$ cat config.mk
export PLATFORM = sky130hd
export DESIGN_NAME = w_prime_balance_tracker
export DESIGN_NICKNAME = d
export VERILOG_FILES = /design/src/sv/wpbt_pkg.sv /design/src/sv/w_prime_balance_tracker.sv
export SDC_FILE = /design/constraint.sdc
export NUM_CORES = 2
export LEC_CHECK = 0
export ABC_CLOCK_PERIOD_IN_PS = 9020
export BUFFER_PORTS_ARGS = -buffer_cell sky130_fd_sc_hd__buf_4
export CORE_MARGIN = 2
export CORE_UTILIZATION = 55
export CTS_BUF_LIST = sky130_fd_sc_hd__clkbuf_16
export CTS_CLUSTER_SIZE = 30
export DETAILED_ROUTE_END_ITERATION = 12
export PLACE_DENSITY = 0.72
export SYNTH_ARGS = -nofsm -noshare
export SYNTH_HDL_FRONTEND = slang
export SYNTH_SLANG_ARGS = --single-unit
$ cat constraint.sdc
create_clock -name clock -period 9.02 [get_ports clock]
set_input_delay 0.902 -clock clock [delete_from_list [all_inputs] [get_ports clock]]
set_output_delay 0.902 -clock clock [all_outputs]
set_load 0.02 [all_outputs]
$ cat src/sv/wpbt_pkg.sv
// Shared types, register indexes and exp table builder for the W' balance tracker.
// No dependencies; used by w_prime_balance_tracker.
package wpbt_pkg;

   localparam int EXP_TABLE_DEPTH_DEF = 256;

   typedef enum logic [3:0] {
      ST_IDLE, ST_WORK, ST_UDIV, ST_TDIV, ST_ADIV, ST_DECAY, ST_CLAMP,
      ST_FDIV, ST_EFF, ST_NMUL, ST_CDIV, ST_EXPLK, ST_EXPMUL, ST_HOLD
   } state_type;

   localparam logic [2:0] CSR_MODE    = 3'd0;
   localparam logic [2:0] CSR_WPRIME  = 3'd1;
   localparam logic [2:0] CSR_FTP     = 3'd2;
   localparam logic [2:0] CSR_TAU     = 3'd3;
   localparam logic [2:0] CSR_MAXEFF  = 3'd4;

   localparam logic [63:0] ONE_Q30 = 64'd1 << 30;

   // exp(-f), f and result in Q30, series summed through the 24th power of f
   function automatic logic [63:0] exp_frac_q30(input logic [63:0] f);
      logic [63:0] pos;
      logic [63:0] neg;
      logic [63:0] term;
      pos  = ONE_Q30;
      neg  = '0;
      term = ONE_Q30;
      for (int k = 1; k <= 24; k++) begin
         term = ((term * f) >> 30) / 64'(k);
         if (k % 2 == 1) neg = neg + term;
         else pos = pos + term;
      end
      return (neg > pos) ? 64'd0 : pos - neg;
   endfunction

   // table entry for argument x (Q30, below 16), result Q0.16 saturated
   function automatic logic [15:0] exp_entry(input logic [63:0] x);
      logic [63:0] e1;
      logic [63:0] n;
      logic [63:0] v;
      e1 = exp_frac_q30(ONE_Q30);
      n  = x >> 30;
      v  = exp_frac_q30(x & (ONE_Q30 - 64'd1));
      for (int q = 0; q < 16; q++) begin
         if (64'(q) < n) v = (v * e1 + (ONE_Q30 >> 1)) >> 30;
      end
      v = (v + 64'd8192) >> 14;
      return (v > 64'd65535) ? 16'hFFFF : v[15:0];
   endfunction

endpackage

$ cat src/sv/w_prime_balance_tracker.sv
// W' balance tracker top level: sequencer, bit-serial multiplier and divider.
// Depends on wpbt_pkg.
//
//  channel  ports        dir  payload
//  req      req_t*       in   power, step_time
//  rsp      rsp_t*       out  balance_joules, balance_fraction, effort_cap, expended_energy
//  csr      csr_*        in   register index, write data
//
// One transaction runs a sequence of bit-serial steps on a shift-add multiplier and a
// restoring divider, shared by all steps. The sequencer returns to idle after each
// transaction before it accepts the next. Reset is synchronous. A result waits in the
// output register while the next transaction is accepted; the last step holds until it
// is taken.
module w_prime_balance_tracker #(
   parameter int EXP_TABLE_DEPTH = wpbt_pkg::EXP_TABLE_DEPTH_DEF
) (
   input  logic        clock,
   input  logic        reset,
   input  logic        req_tvalid,
   output logic        req_tready,
   input  logic [31:0] req_tdata,   // [10:0] power, [26:11] step_time
   output logic        rsp_tvalid,
   input  logic        rsp_tready,
   output logic [71:0] rsp_tdata,   // [15:0] balance_joules, [31:16] balance_fraction,
                                    // [47:32] effort_cap, [67:48] expended_energy
   input  logic        csr_we,
   input  logic [2:0]  csr_addr,
   input  logic [15:0] csr_wdata
);

   localparam int IDX_W = $clog2(EXP_TABLE_DEPTH);

   logic [15:0] tab [EXP_TABLE_DEPTH];

   for (genvar gi = 0; gi < EXP_TABLE_DEPTH; gi++) begin : g_tab
      localparam logic [63:0] XQ = ((64'(gi) * 64'd16) << 30) / 64'(EXP_TABLE_DEPTH);
      assign tab[gi] = wpbt_pkg::exp_entry(XQ);
   end

   wpbt_pkg::state_type state_ff, state_in, ret_ff, ret_in;

   logic        run_ff, run_in;
   logic [5:0]  cnt_ff, cnt_in;
   logic [19:0] mc_ff, mc_in;
   logic [36:0] prod_ff, prod_in;
   logic [25:0] dv_ff, dv_in;
   logic [25:0] rem_ff, rem_in;
   logic [39:0] quo_ff, quo_in;
   logic [10:0] power_ff, power_in;
   logic [15:0] step_ff, step_in;
   logic [22:0] work_ff, work_in;
   logic [23:0] acc_ff, acc_in;
   logic [19:0] store_ff, store_in;
   logic [15:0] effort_ff, effort_in;
   logic [16:0] expu_ff, expu_in;
   logic [16:0] expres_ff, expres_in;
   logic [16:0] ea_ff, ea_in;
   logic [16:0] ediff_ff, ediff_in;
   logic [15:0] efr_ff, efr_in;
   logic [16:0] frac_ff, frac_in;
   logic        zneg_ff, zneg_in;
   logic [32:0] num_ff, num_in;
   logic        rsp_tvalid_ff, rsp_tvalid_in;
   logic [71:0] rsp_tdata_ff, rsp_tdata_in;

   logic        mode_ff;
   logic [15:0] wp_ff;
   logic [10:0] ftp_ff;
   logic [11:0] tau_ff;
   logic [15:0] maxe_ff;

   // shared serial units
   logic [20:0] msum;
   logic [36:0] prod_step;
   logic [26:0] dt;
   logic        dge;
   logic [25:0] rem_step;
   logic [39:0] quo_step;
   logic        last;

   logic        above;
   logic [10:0] excess;
   logic [10:0] dpow;
   logic [19:0] cap16;
   logic [19:0] remj;
   logic        out_free;
   logic [16:0] quo_u;

   // exp lookup
   logic [31:0] pos;
   logic [IDX_W-1:0] idx;
   logic [IDX_W:0]   nxt;
   logic [16:0] ta, tb;

   // effort argument
   logic [21:0] t30;
   logic        zn;
   logic [21:0] zm;
   logic [17:0] zu;

   logic [25:0] tau_q;
   logic [17:0] cden;

   assign msum      = {1'b0, prod_ff[36:17]} + (prod_ff[0] ? {1'b0, mc_ff} : 21'd0);
   assign prod_step = {msum, prod_ff[16:1]};
   assign dt        = {rem_ff, quo_ff[39]};
   assign dge       = dt >= {1'b0, dv_ff};
   assign rem_step  = dge ? 26'(dt - {1'b0, dv_ff}) : dt[25:0];
   assign quo_step  = {quo_ff[38:0], dge};
   assign last      = run_ff && (cnt_ff == 6'd0);
   assign quo_u     = {|quo_step[39:16], quo_step[15:0]};

   assign above    = power_ff > ftp_ff;
   assign excess   = above ? power_ff - ftp_ff : 11'd0;
   assign dpow     = ftp_ff - power_ff;
   assign cap16    = {wp_ff, 4'b0000};
   assign remj     = cap16 - store_ff;
   assign out_free = !rsp_tvalid_ff || rsp_tready;

   assign pos = 32'(expu_ff[15:0]) * 32'(EXP_TABLE_DEPTH);
   assign idx = pos[16 +: IDX_W];
   assign nxt = {1'b0, idx} + {{IDX_W{1'b0}}, 1'b1};
   assign ta  = (idx == '0) ? 17'h10000 : {1'b0, tab[idx]};
   assign tb  = (nxt >= (IDX_W+1)'(EXP_TABLE_DEPTH)) ? 17'd0 : {1'b0, tab[nxt[IDX_W-1:0]]};

   assign t30 = 22'(frac_ff) * 22'd30;
   assign zn  = t30 < 22'd294912;
   assign zm  = zn ? 22'd294912 - t30 : t30 - 22'd294912;
   assign zu  = 18'((23'(zm) + 23'd8) >> 4);

   assign tau_q = 26'(26'(expres_ff) * 26'd546) + 26'(316 << 16);
   assign cden  = 18'h10000 + 18'(expres_ff);

   assign req_tready = state_ff == wpbt_pkg::ST_IDLE;
   assign rsp_tvalid = rsp_tvalid_ff;
   assign rsp_tdata  = rsp_tdata_ff;

   // next state
   always_comb begin
      state_in = state_ff;
      unique case (state_ff)
         wpbt_pkg::ST_IDLE: begin
            if (req_tvalid) state_in = wpbt_pkg::ST_WORK;
         end
         wpbt_pkg::ST_WORK: begin
            if (last) begin
               if (mode_ff) begin
                  state_in = (tau_ff == 12'd0) ? wpbt_pkg::ST_DECAY : wpbt_pkg::ST_ADIV;
               end else if (above) begin
                  state_in = wpbt_pkg::ST_CLAMP;
               end else begin
                  state_in = wpbt_pkg::ST_UDIV;
               end
            end
         end
         wpbt_pkg::ST_UDIV, wpbt_pkg::ST_TDIV, wpbt_pkg::ST_ADIV: begin
            if (last) state_in = wpbt_pkg::ST_EXPLK;
         end
         wpbt_pkg::ST_DECAY: begin
            if (last) state_in = wpbt_pkg::ST_CLAMP;
         end
         wpbt_pkg::ST_CLAMP: begin
            if (cap16 != 20'd0) state_in = wpbt_pkg::ST_FDIV;
            else state_in = mode_ff ? wpbt_pkg::ST_HOLD : wpbt_pkg::ST_EFF;
         end
         wpbt_pkg::ST_FDIV: begin
            if (last) state_in = mode_ff ? wpbt_pkg::ST_HOLD : wpbt_pkg::ST_EFF;
         end
         wpbt_pkg::ST_EFF: state_in = wpbt_pkg::ST_EXPLK;
         wpbt_pkg::ST_NMUL: begin
            if (!zneg_ff || last) state_in = wpbt_pkg::ST_CDIV;
         end
         wpbt_pkg::ST_CDIV: begin
            if (last) state_in = wpbt_pkg::ST_HOLD;
         end
         wpbt_pkg::ST_EXPLK: begin
            if (expu_ff == 17'd0 || expu_ff[16]) state_in = ret_ff;
            else state_in = wpbt_pkg::ST_EXPMUL;
         end
         wpbt_pkg::ST_EXPMUL: begin
            if (last) state_in = ret_ff;
         end
         wpbt_pkg::ST_HOLD: begin
            if (out_free) state_in = wpbt_pkg::ST_IDLE;
         end
         default: state_in = wpbt_pkg::ST_IDLE;
      endcase
   end

   // datapath
   always_comb begin
      ret_in        = ret_ff;
      run_in        = run_ff && !last;
      cnt_in        = run_ff ? cnt_ff - 6'd1 : cnt_ff;
      mc_in         = mc_ff;
      prod_in       = run_ff ? prod_step : prod_ff;
      dv_in         = dv_ff;
      rem_in        = run_ff ? rem_step : rem_ff;
      quo_in        = run_ff ? quo_step : quo_ff;
      power_in      = power_ff;
      step_in       = step_ff;
      work_in       = work_ff;
      acc_in        = acc_ff;
      store_in      = store_ff;
      effort_in     = effort_ff;
      expu_in       = expu_ff;
      expres_in     = expres_ff;
      ea_in         = ea_ff;
      ediff_in      = ediff_ff;
      efr_in        = efr_ff;
      frac_in       = frac_ff;
      zneg_in       = zneg_ff;
      num_in        = num_ff;
      rsp_tvalid_in = rsp_tvalid_ff && !rsp_tready;
      rsp_tdata_in  = rsp_tdata_ff;

      unique case (state_ff)
         wpbt_pkg::ST_IDLE: begin
            if (req_tvalid) begin
               power_in = req_tdata[10:0];
               step_in  = req_tdata[26:11];
            end
         end
         wpbt_pkg::ST_WORK: begin
            if (!run_ff) begin
               run_in  = 1'b1;
               cnt_in  = 6'd16;
               mc_in   = 20'(excess);
               prod_in = {20'd0, 1'b0, step_ff};
            end
            if (last) begin
               work_in = prod_step[26:4];
               acc_in  = 24'(store_ff) + 24'(prod_step[26:4]);
               if (mode_ff && tau_ff == 12'd0) expres_in = 17'd0;
            end
         end
         wpbt_pkg::ST_UDIV: begin
            if (!run_ff) begin
               run_in = 1'b1;
               cnt_in = 6'd39;
               dv_in  = 26'd100;
               rem_in = '0;
               quo_in = 40'({dpow, 12'd0}) + 40'd50;
            end
            if (last) begin
               expu_in = quo_u;
               ret_in  = wpbt_pkg::ST_TDIV;
            end
         end
         wpbt_pkg::ST_TDIV: begin
            if (!run_ff) begin
               run_in = 1'b1;
               cnt_in = 6'd39;
               dv_in  = tau_q;
               rem_in = '0;
               quo_in = 40'({step_ff, 20'd0}) + 40'(tau_q >> 1);
            end
            if (last) begin
               expu_in = quo_u;
               ret_in  = wpbt_pkg::ST_DECAY;
            end
         end
         wpbt_pkg::ST_ADIV: begin
            if (!run_ff) begin
               run_in = 1'b1;
               cnt_in = 6'd39;
               dv_in  = 26'(tau_ff);
               rem_in = '0;
               quo_in = 40'({step_ff, 4'd0}) + 40'(tau_ff >> 1);
            end
            if (last) begin
               expu_in = quo_u;
               ret_in  = wpbt_pkg::ST_DECAY;
            end
         end
         wpbt_pkg::ST_DECAY: begin
            if (!run_ff) begin
               run_in  = 1'b1;
               cnt_in  = 6'd16;
               mc_in   = store_ff;
               prod_in = {20'd0, expres_ff};
            end
            if (last) begin
               acc_in = 24'((38'(prod_step) + 38'd32768) >> 16)
                        + (mode_ff ? 24'(work_ff) : 24'd0);
            end
         end
         wpbt_pkg::ST_CLAMP: begin
            store_in = (acc_ff > 24'(cap16)) ? cap16 : acc_ff[19:0];
            if (cap16 == 20'd0) frac_in = 17'd0;
         end
         wpbt_pkg::ST_FDIV: begin
            if (!run_ff) begin
               run_in = 1'b1;
               cnt_in = 6'd39;
               dv_in  = 26'(cap16);
               rem_in = '0;
               quo_in = 40'({remj, 16'd0});
            end
            if (last) frac_in = quo_step[16:0];
         end
         wpbt_pkg::ST_EFF: begin
            zneg_in = zn;
            expu_in = {|zu[17:16], zu[15:0]};
            ret_in  = wpbt_pkg::ST_NMUL;
         end
         wpbt_pkg::ST_NMUL: begin
            if (!zneg_ff) begin
               num_in = 33'({maxe_ff, 16'd0});
            end else begin
               if (!run_ff) begin
                  run_in  = 1'b1;
                  cnt_in  = 6'd16;
                  mc_in   = 20'(maxe_ff);
                  prod_in = {20'd0, expres_ff};
               end
               if (last) num_in = prod_step[32:0];
            end
         end
         wpbt_pkg::ST_CDIV: begin
            if (!run_ff) begin
               run_in = 1'b1;
               cnt_in = 6'd39;
               dv_in  = 26'(cden);
               rem_in = '0;
               quo_in = 40'(num_ff) + 40'(cden >> 1);
            end
            if (last) effort_in = quo_step[15:0];
         end
         wpbt_pkg::ST_EXPLK: begin
            if (expu_ff == 17'd0) begin
               expres_in = 17'h10000;
            end else if (expu_ff[16]) begin
               expres_in = 17'd0;
            end else begin
               ea_in    = ta;
               ediff_in = (tb > ta) ? 17'd0 : ta - tb;
               efr_in   = pos[15:0];
            end
         end
         wpbt_pkg::ST_EXPMUL: begin
            if (!run_ff) begin
               run_in  = 1'b1;
               cnt_in  = 6'd16;
               mc_in   = 20'(ediff_ff);
               prod_in = {20'd0, 1'b0, efr_ff};
            end
            if (last) expres_in = ea_ff - prod_step[32:16];
         end
         wpbt_pkg::ST_HOLD: begin
            if (out_free) begin
               rsp_tvalid_in = 1'b1;
               rsp_tdata_in  = {4'd0, store_ff, effort_ff,
                                (frac_ff[16] ? 16'hFFFF : frac_ff[15:0]), remj[19:4]};
            end
         end
         default: ;
      endcase
   end

   always_ff @(posedge clock) begin
      if (reset) begin
         state_ff      <= wpbt_pkg::ST_IDLE;
         ret_ff        <= wpbt_pkg::ST_IDLE;
         run_ff        <= 1'b0;
         cnt_ff        <= '0;
         rsp_tvalid_ff <= 1'b0;
         store_ff      <= '0;
         effort_ff     <= '0;
         mode_ff       <= 1'b0;
         wp_ff         <= 16'd20000;
         ftp_ff        <= 11'd250;
         tau_ff        <= 12'd400;
         maxe_ff       <= 16'd256;
      end else begin
         state_ff      <= state_in;
         ret_ff        <= ret_in;
         run_ff        <= run_in;
         cnt_ff        <= cnt_in;
         rsp_tvalid_ff <= rsp_tvalid_in;
         store_ff      <= store_in;
         effort_ff     <= effort_in;
         if (csr_we) begin
            unique case (csr_addr)
               wpbt_pkg::CSR_MODE:   mode_ff <= csr_wdata[0];
               wpbt_pkg::CSR_WPRIME: wp_ff   <= csr_wdata;
               wpbt_pkg::CSR_FTP:    ftp_ff  <= csr_wdata[10:0];
               wpbt_pkg::CSR_TAU:    tau_ff  <= csr_wdata[11:0];
               wpbt_pkg::CSR_MAXEFF: maxe_ff <= csr_wdata;
               default: ;   // drop writes beyond the register list
            endcase
         end
      end
      mc_ff        <= mc_in;
      prod_ff      <= prod_in;
      dv_ff        <= dv_in;
      rem_ff       <= rem_in;
      quo_ff       <= quo_in;
      power_ff     <= power_in;
      step_ff      <= step_in;
      work_ff      <= work_in;
      acc_ff       <= acc_in;
      expu_ff      <= expu_in;
      expres_ff    <= expres_in;
      ea_ff        <= ea_in;
      ediff_ff     <= ediff_in;
      efr_ff       <= efr_in;
      frac_ff      <= frac_in;
      zneg_ff      <= zneg_in;
      num_ff       <= num_in;
      rsp_tdata_ff <= rsp_tdata_in;
   end

endmodule

After elaboration in Yosys (flattened, before gate mapping)
Memory sizes are Yosys's and may differ from the RTL's.
Index checks and enable logic that the tools add are counted.

operators by class
  add/sub/neg operators = 21
  $mul = 2
  div/mod/pow operators = 0
  magnitude comparators = 8
  equal/unequal tests = 42
  shift operators = 0
  multiplexer cells = 85
  bitwise gates (word level) = 4
  reduce and logical (&&, ||, !) cells = 52

operator list
  cell                    number
  $mux 40                 6
  $mux 26                 9
  $pmux 40 s5             1
  $mux 37                 5
  $mux 17                 9
  $pmux 37 s4             1
  $mux 20                 7
  $pmux 26 s5             1
  $mux 16                 5
  $pmux 20 s4             1
  $pmux 17 s2             2
  $mux 4                  13
  $pmux 17 s3             1
  $mux 24                 2
  $pmux 24 s2             1
  $pmux 4 s12             1
  $ne 2x2->1 const B      21
  $add 37x16->38 const B  1
  $add 36x25->37          1
  $add 33x17->34          1
  $mux 33                 1
  $mux 32                 1
  $ge 27x26->1            1
  $ge 9x9->1 const B      3
  other kinds (68)        119

word-level totals
  register bits after elaboration = 526
  bits in latches = 0
  bits in writable memories = 0
  bits in read-only memories = 8192
  input port bits = 56
  output and inout port bits = 74
  word-level logic and storage cells = 248
  memories kept = 2

memories
  name              depth  width  rd ports  clocked after Yosys merged registers in  write ports  RTL line                        text
  (name not given)  256    16     1         0                                        0            w_prime_balance_tracker.sv:124  assign tb = (nxt >= (IDX_W+1)'(EXP_TABLE_DEPTH)) ? 17'd0 : {1'b0, tab[nxt[IDX_W-1:0]]};
  (name not given)  256    16     1         0                                        0            w_prime_balance_tracker.sv:123  assign ta = (idx == '0) ? 17'h10000 : {1'b0, tab[idx]};

Longest topological paths before layout
  depth after elaboration = 7
  mapped depth = 33
  gate-level depth less buffers = 33

Least setup slack after synthesis
No wires, ideal clock.

  kind = flip-flop to flip-flop
  from = register expu_ff[10]
  to = register ediff_ff[10], data pin
  library setup time = 266 ps
  arrival time = 6407 ps
  required time = 8754 ps
  setup slack = 2347 ps
  cell stages (with the launch flop) = 32
  buffers on the path = 6
  period minus slack after synthesis = 6673 ps
  cells stage by stage = edfxtp_1 clkbuf_1 inv_1 clkbuf_1 buf_1 ha_1 inv_1 clkbuf_1 clkbuf_1 ha_1 a22oi_1 a21oi_1 o21ai_0 o21ai_0 a21oi_1 o21ai_0 nand2_1 ha_1 nor2b_1 o21ai_0 a21boi_0 o21ai_0 a21boi_0 o21ai_0 a21boi_0 o21ai_0 a21oi_1 o21a_1 o31a_1 o21ai_1 clkbuf_1 nor2_1

between the ends
  word-level cells in the longest chain between the ends = 7
  elaborated cells on any way between the ends = 15

ends and longest elaborated chain
  item                                                   RTL line                        text
  start: declaration                                     w_prime_balance_tracker.sv:55   logic [16:0] expu_ff, expu_in;
  start signal: assignment                               w_prime_balance_tracker.sv:403  expu_ff <= expu_in;
  $add 8x1->9                                            w_prime_balance_tracker.sv:122  assign nxt = {1'b0, idx} + {{IDX_W{1'b0}}, 1'b1};
  $not 8->9 (not written as such)                        w_prime_balance_tracker.sv:124
  $mem_v2 256x16                                         --
  $mux 16 (not written as such) (2 in series)            w_prime_balance_tracker.sv:124
  $mux 16                                                w_prime_balance_tracker.sv:124
  $sub 17x16->17 / $gt 16x17->1 (equally long branches)  w_prime_balance_tracker.sv:337  ediff_in = (tb > ta) ? 17'd0 : ta - tb;
  end signal: assignment                                 w_prime_balance_tracker.sv:406  ediff_ff <= ediff_in;
  end: declaration                                       w_prime_balance_tracker.sv:58   logic [16:0] ediff_ff, ediff_in;

Parallel ways exist; a longest one is shown, timed or not. The select of a mux whose other input is x is not followed.
A chain may end at the register's enable or synchronous reset.

Worst setup path in the final report
  from = register expu_ff[9]
  to = register ediff_ff[16], data pin

The elaborated chain is that of the path after synthesis.

==> metrics.txt <==
VDD IR-drop max=0.3031 mV; count of input and output buffers=120; Post-DRT Antenna Nets=0; Seq cells post-synth=526; vias in the first global route=33,698; Fmax=around 130 MHz; Slowest Stage Delay on Critical Path=slightly above 800 ps; Power Density=roughly 340 nW/um^2; post-layout min period=7444 ps; fillers=6,414; DRC=0; P_leak=17.49 nW; Synth Flop Type=edfxtp_1; maxcap violations=0; RSZ-0062 raised after global routing=false; WS Path Type=flip-flop to flip-flop; Setup crit end kind=flip-flop; endpoints failing hold=0; commonest non-fill, non-tap cell in the layout=nand2_1; wire length per cell=roughly 24 um; Largest delay share family, worst path=compound AO/OA/AOI/OAI gates; commonest non-fill, non-tap cells in the layout=509 x nand2_1, 413 x nor2_1, 406 x a21oi_1; Post-synth EDFFs=315; total gr overflow=0; clk root buf=clkbuf_16; Pins Over Slew Limit=0; via count=36,996; post-synthesis sequential area ratio=0.3405; H-tree depth=2; Fin Setup TNS=0 ps; die area=75,250 um^2; Rows=99; GRT Resource Usage Total=0.3535; status=complete, no violations; Hold Slack=426.8 ps; hpwl dp=102.6 mm; startpoint types=flip-flop; HP Class=flip-flop to flip-flop; Sink Count=526; layout cells sized above 1=0.08206; Area Growth Syn to Fin=9.044%; nets@finish=5,156; CTS Hold Bufs=0; largest net degree at the start of global routing=77; Die Width=between 200 and 300 um; I/O pins=130; worst path arrival time=~7900 ps; maximum clock path buffer count=3; first-pass GRT wire length=just over 200 mm; Synth async-reset ratio=0; Initial Utilization=0.5527; relative slew slack=0.1739; Syn. warnings=0; initial DRC count=4,493; CTS tree=done; Clock Latency Late Sink=620 ps; Setup Skew=18.29 ps; Placed Area=41,970 um^2; DRT Wirelength=136.0 mm; post-route cell area=43,820 um^2; Most common cell on crit path=o21ai_0; Reg clk slew, reported paths=60 ps; clock buffer count from CTS=55; CP required=9490 ps; CP bufs+invs=3; Core Area=72,710 um^2; Mapped Cells=approximately 4,700; Critical Path Slowest Stage Cell=edfxtp_1; final setup vio count=0; GP Congestion=1.023; Yosys cell types=102; period utilization=0.8253; Vert. Die Dim=about 270 um; initial antenna violation count=2; critical path peak fanout=35; Via density=between 6 and 7; mapped cell area=40,190 um^2; CTS resizes=0; DRT Pass-1 Iters=7; Post-CTS Setup Bufs=0; Worst Max-Slew Pin Slew=1236 ps; post-synthesis area per instance=between 8 and 9 um^2
-- stage by stage --
step	utilization	std cells	worst slack [ps]	total power [mW]
after floorplan	-	4749	2347	9.521
after detailed placement	0.5772	5635	1767	12.14
final	0.6027	5737	1576	14.76
after CTS	0.6027	5736	1711	14.53
after global routing	0.6027	5736	1090	15.60
after global placement	0.5772	5635	1848	12.05
-- routing by layer --
metal | track usage | vias up | part of all wire
met5 | 0 | - | 0.00024
met4 | 0.1889 | 4 | 0.062
met3 | 0.05254 | 444 | 0.097
met2 | 0.5554 | 1983 | 0.44
met1 | 0.4706 | 17429 | 0.40
li1 | - | 17136 | -
-- report_power, final --
part / internal, mW / total (mW) / switching [mW]
Sequential: 3.19 / 3.76 / 0.571
Combinational: 3.08 / 8.63 / 5.56
Clock: 1.37 / 2.37 / 0.998
Total: 7.64 / 14.8 / 7.12
-- cells in the mapped netlist, types with 11 or more instances --
cell type  count  share of area
and2_1        91          0.014
mux2_2        18         0.0050
o21a_1        25         0.0047
ha_1         316          0.098
a22oi_1       25         0.0047
a31oi_1       54         0.0084
a211oi_1      77          0.014
dfxtp_1      211           0.11
nand2b_1      29         0.0045
a21o_1        86          0.016
nor2_1       422          0.039
o21ai_0      331          0.041
a211o_1       26         0.0057
mux2i_1       61          0.015
a21boi_0      26         0.0049
buf_1         41         0.0038
o21bai_1      36         0.0067
or3_1         31         0.0048
inv_1        288          0.027
o311ai_0      13         0.0028
clkbuf_1     217          0.020
edfxtp_1     315           0.24
fa_1          51          0.025
nor2b_1       32         0.0050
o221ai_1      20         0.0044
nand3_1      111          0.014
buf_2         11         0.0014
nor3_1       102          0.013
a222oi_1      30         0.0075
a311oi_1      21         0.0046
nand4_1       30         0.0047
a21oi_1      406          0.051
o211ai_1      42         0.0078
a221oi_1      30         0.0065
nor4_1        30         0.0047
o22ai_1       33         0.0051
nand2_1      509          0.048
xor2_1        89          0.019
or2_2         27         0.0042
and3_1        44         0.0068
xnor2_1      190          0.041
o31ai_1       16         0.0030
-- final cells by class --
class,count,area (um^2),share of cell area
Multi-Input combinational cell,3654,24450,0.5578
Sequential cell,526,13690,0.3123
Timing Repair Buffer,201,1521,0.03472
Clock buffer,55,1376,0.03141
Tap cell,959,1200,0.02738
Inverter,295,1117,0.02550
Clock inverter,46,474.2,0.01082
Antenna cell,1,2.502,0.00005710
-- final timing paths --
| path | startpoint | to | slack, ps | cells after the start |
|---|---|---|---|---|
| hold reg to reg | effort_ff[4]$_SDFFE_PP0P_ | rsp_tdata[36]$_DFFE_PP_ | 430 | 0 |
| setup reg to reg | expu_ff[9]$_DFFE_PP_ | ediff_ff[16]$_SDFFCE_PN0P_ | 1580 | 27 |
| hold / removal | effort_ff[4]$_SDFFE_PP0P_ | rsp_tdata[36]$_DFFE_PP_ | 430 | 0 |
| setup / recovery | expu_ff[9]$_DFFE_PP_ | ediff_ff[16]$_SDFFCE_PN0P_ | 1580 | 27 |
-- sequential cells by signal, indices dropped and copies added (netlist names), 20 cells and up --
register / count
acc_ff: 24
dv_ff: 26
mc_ff: 20
num_ff: 33
prod_ff: 37
quo_ff: 40
rem_ff: 26
rsp_tdata: 68
store_ff: 20
work_ff: 23
-- logic make-up after synthesis --
| kind of cell | share of synthesized area |
|---|---|
| other | 0.00009331 |
| AO/OA/AOI/OAI | 0.2271 |
| flip-flops | 0.3405 |
| multiplexers | 0.02089 |
| buffers and inverters | 0.05429 |
| XOR/XNOR | 0.06121 |
| AND/OR/NAND/NOR | 0.1722 |
| adder cells (fa/ha/maj) | 0.1238 |
(Power assumes the default switching activity.)
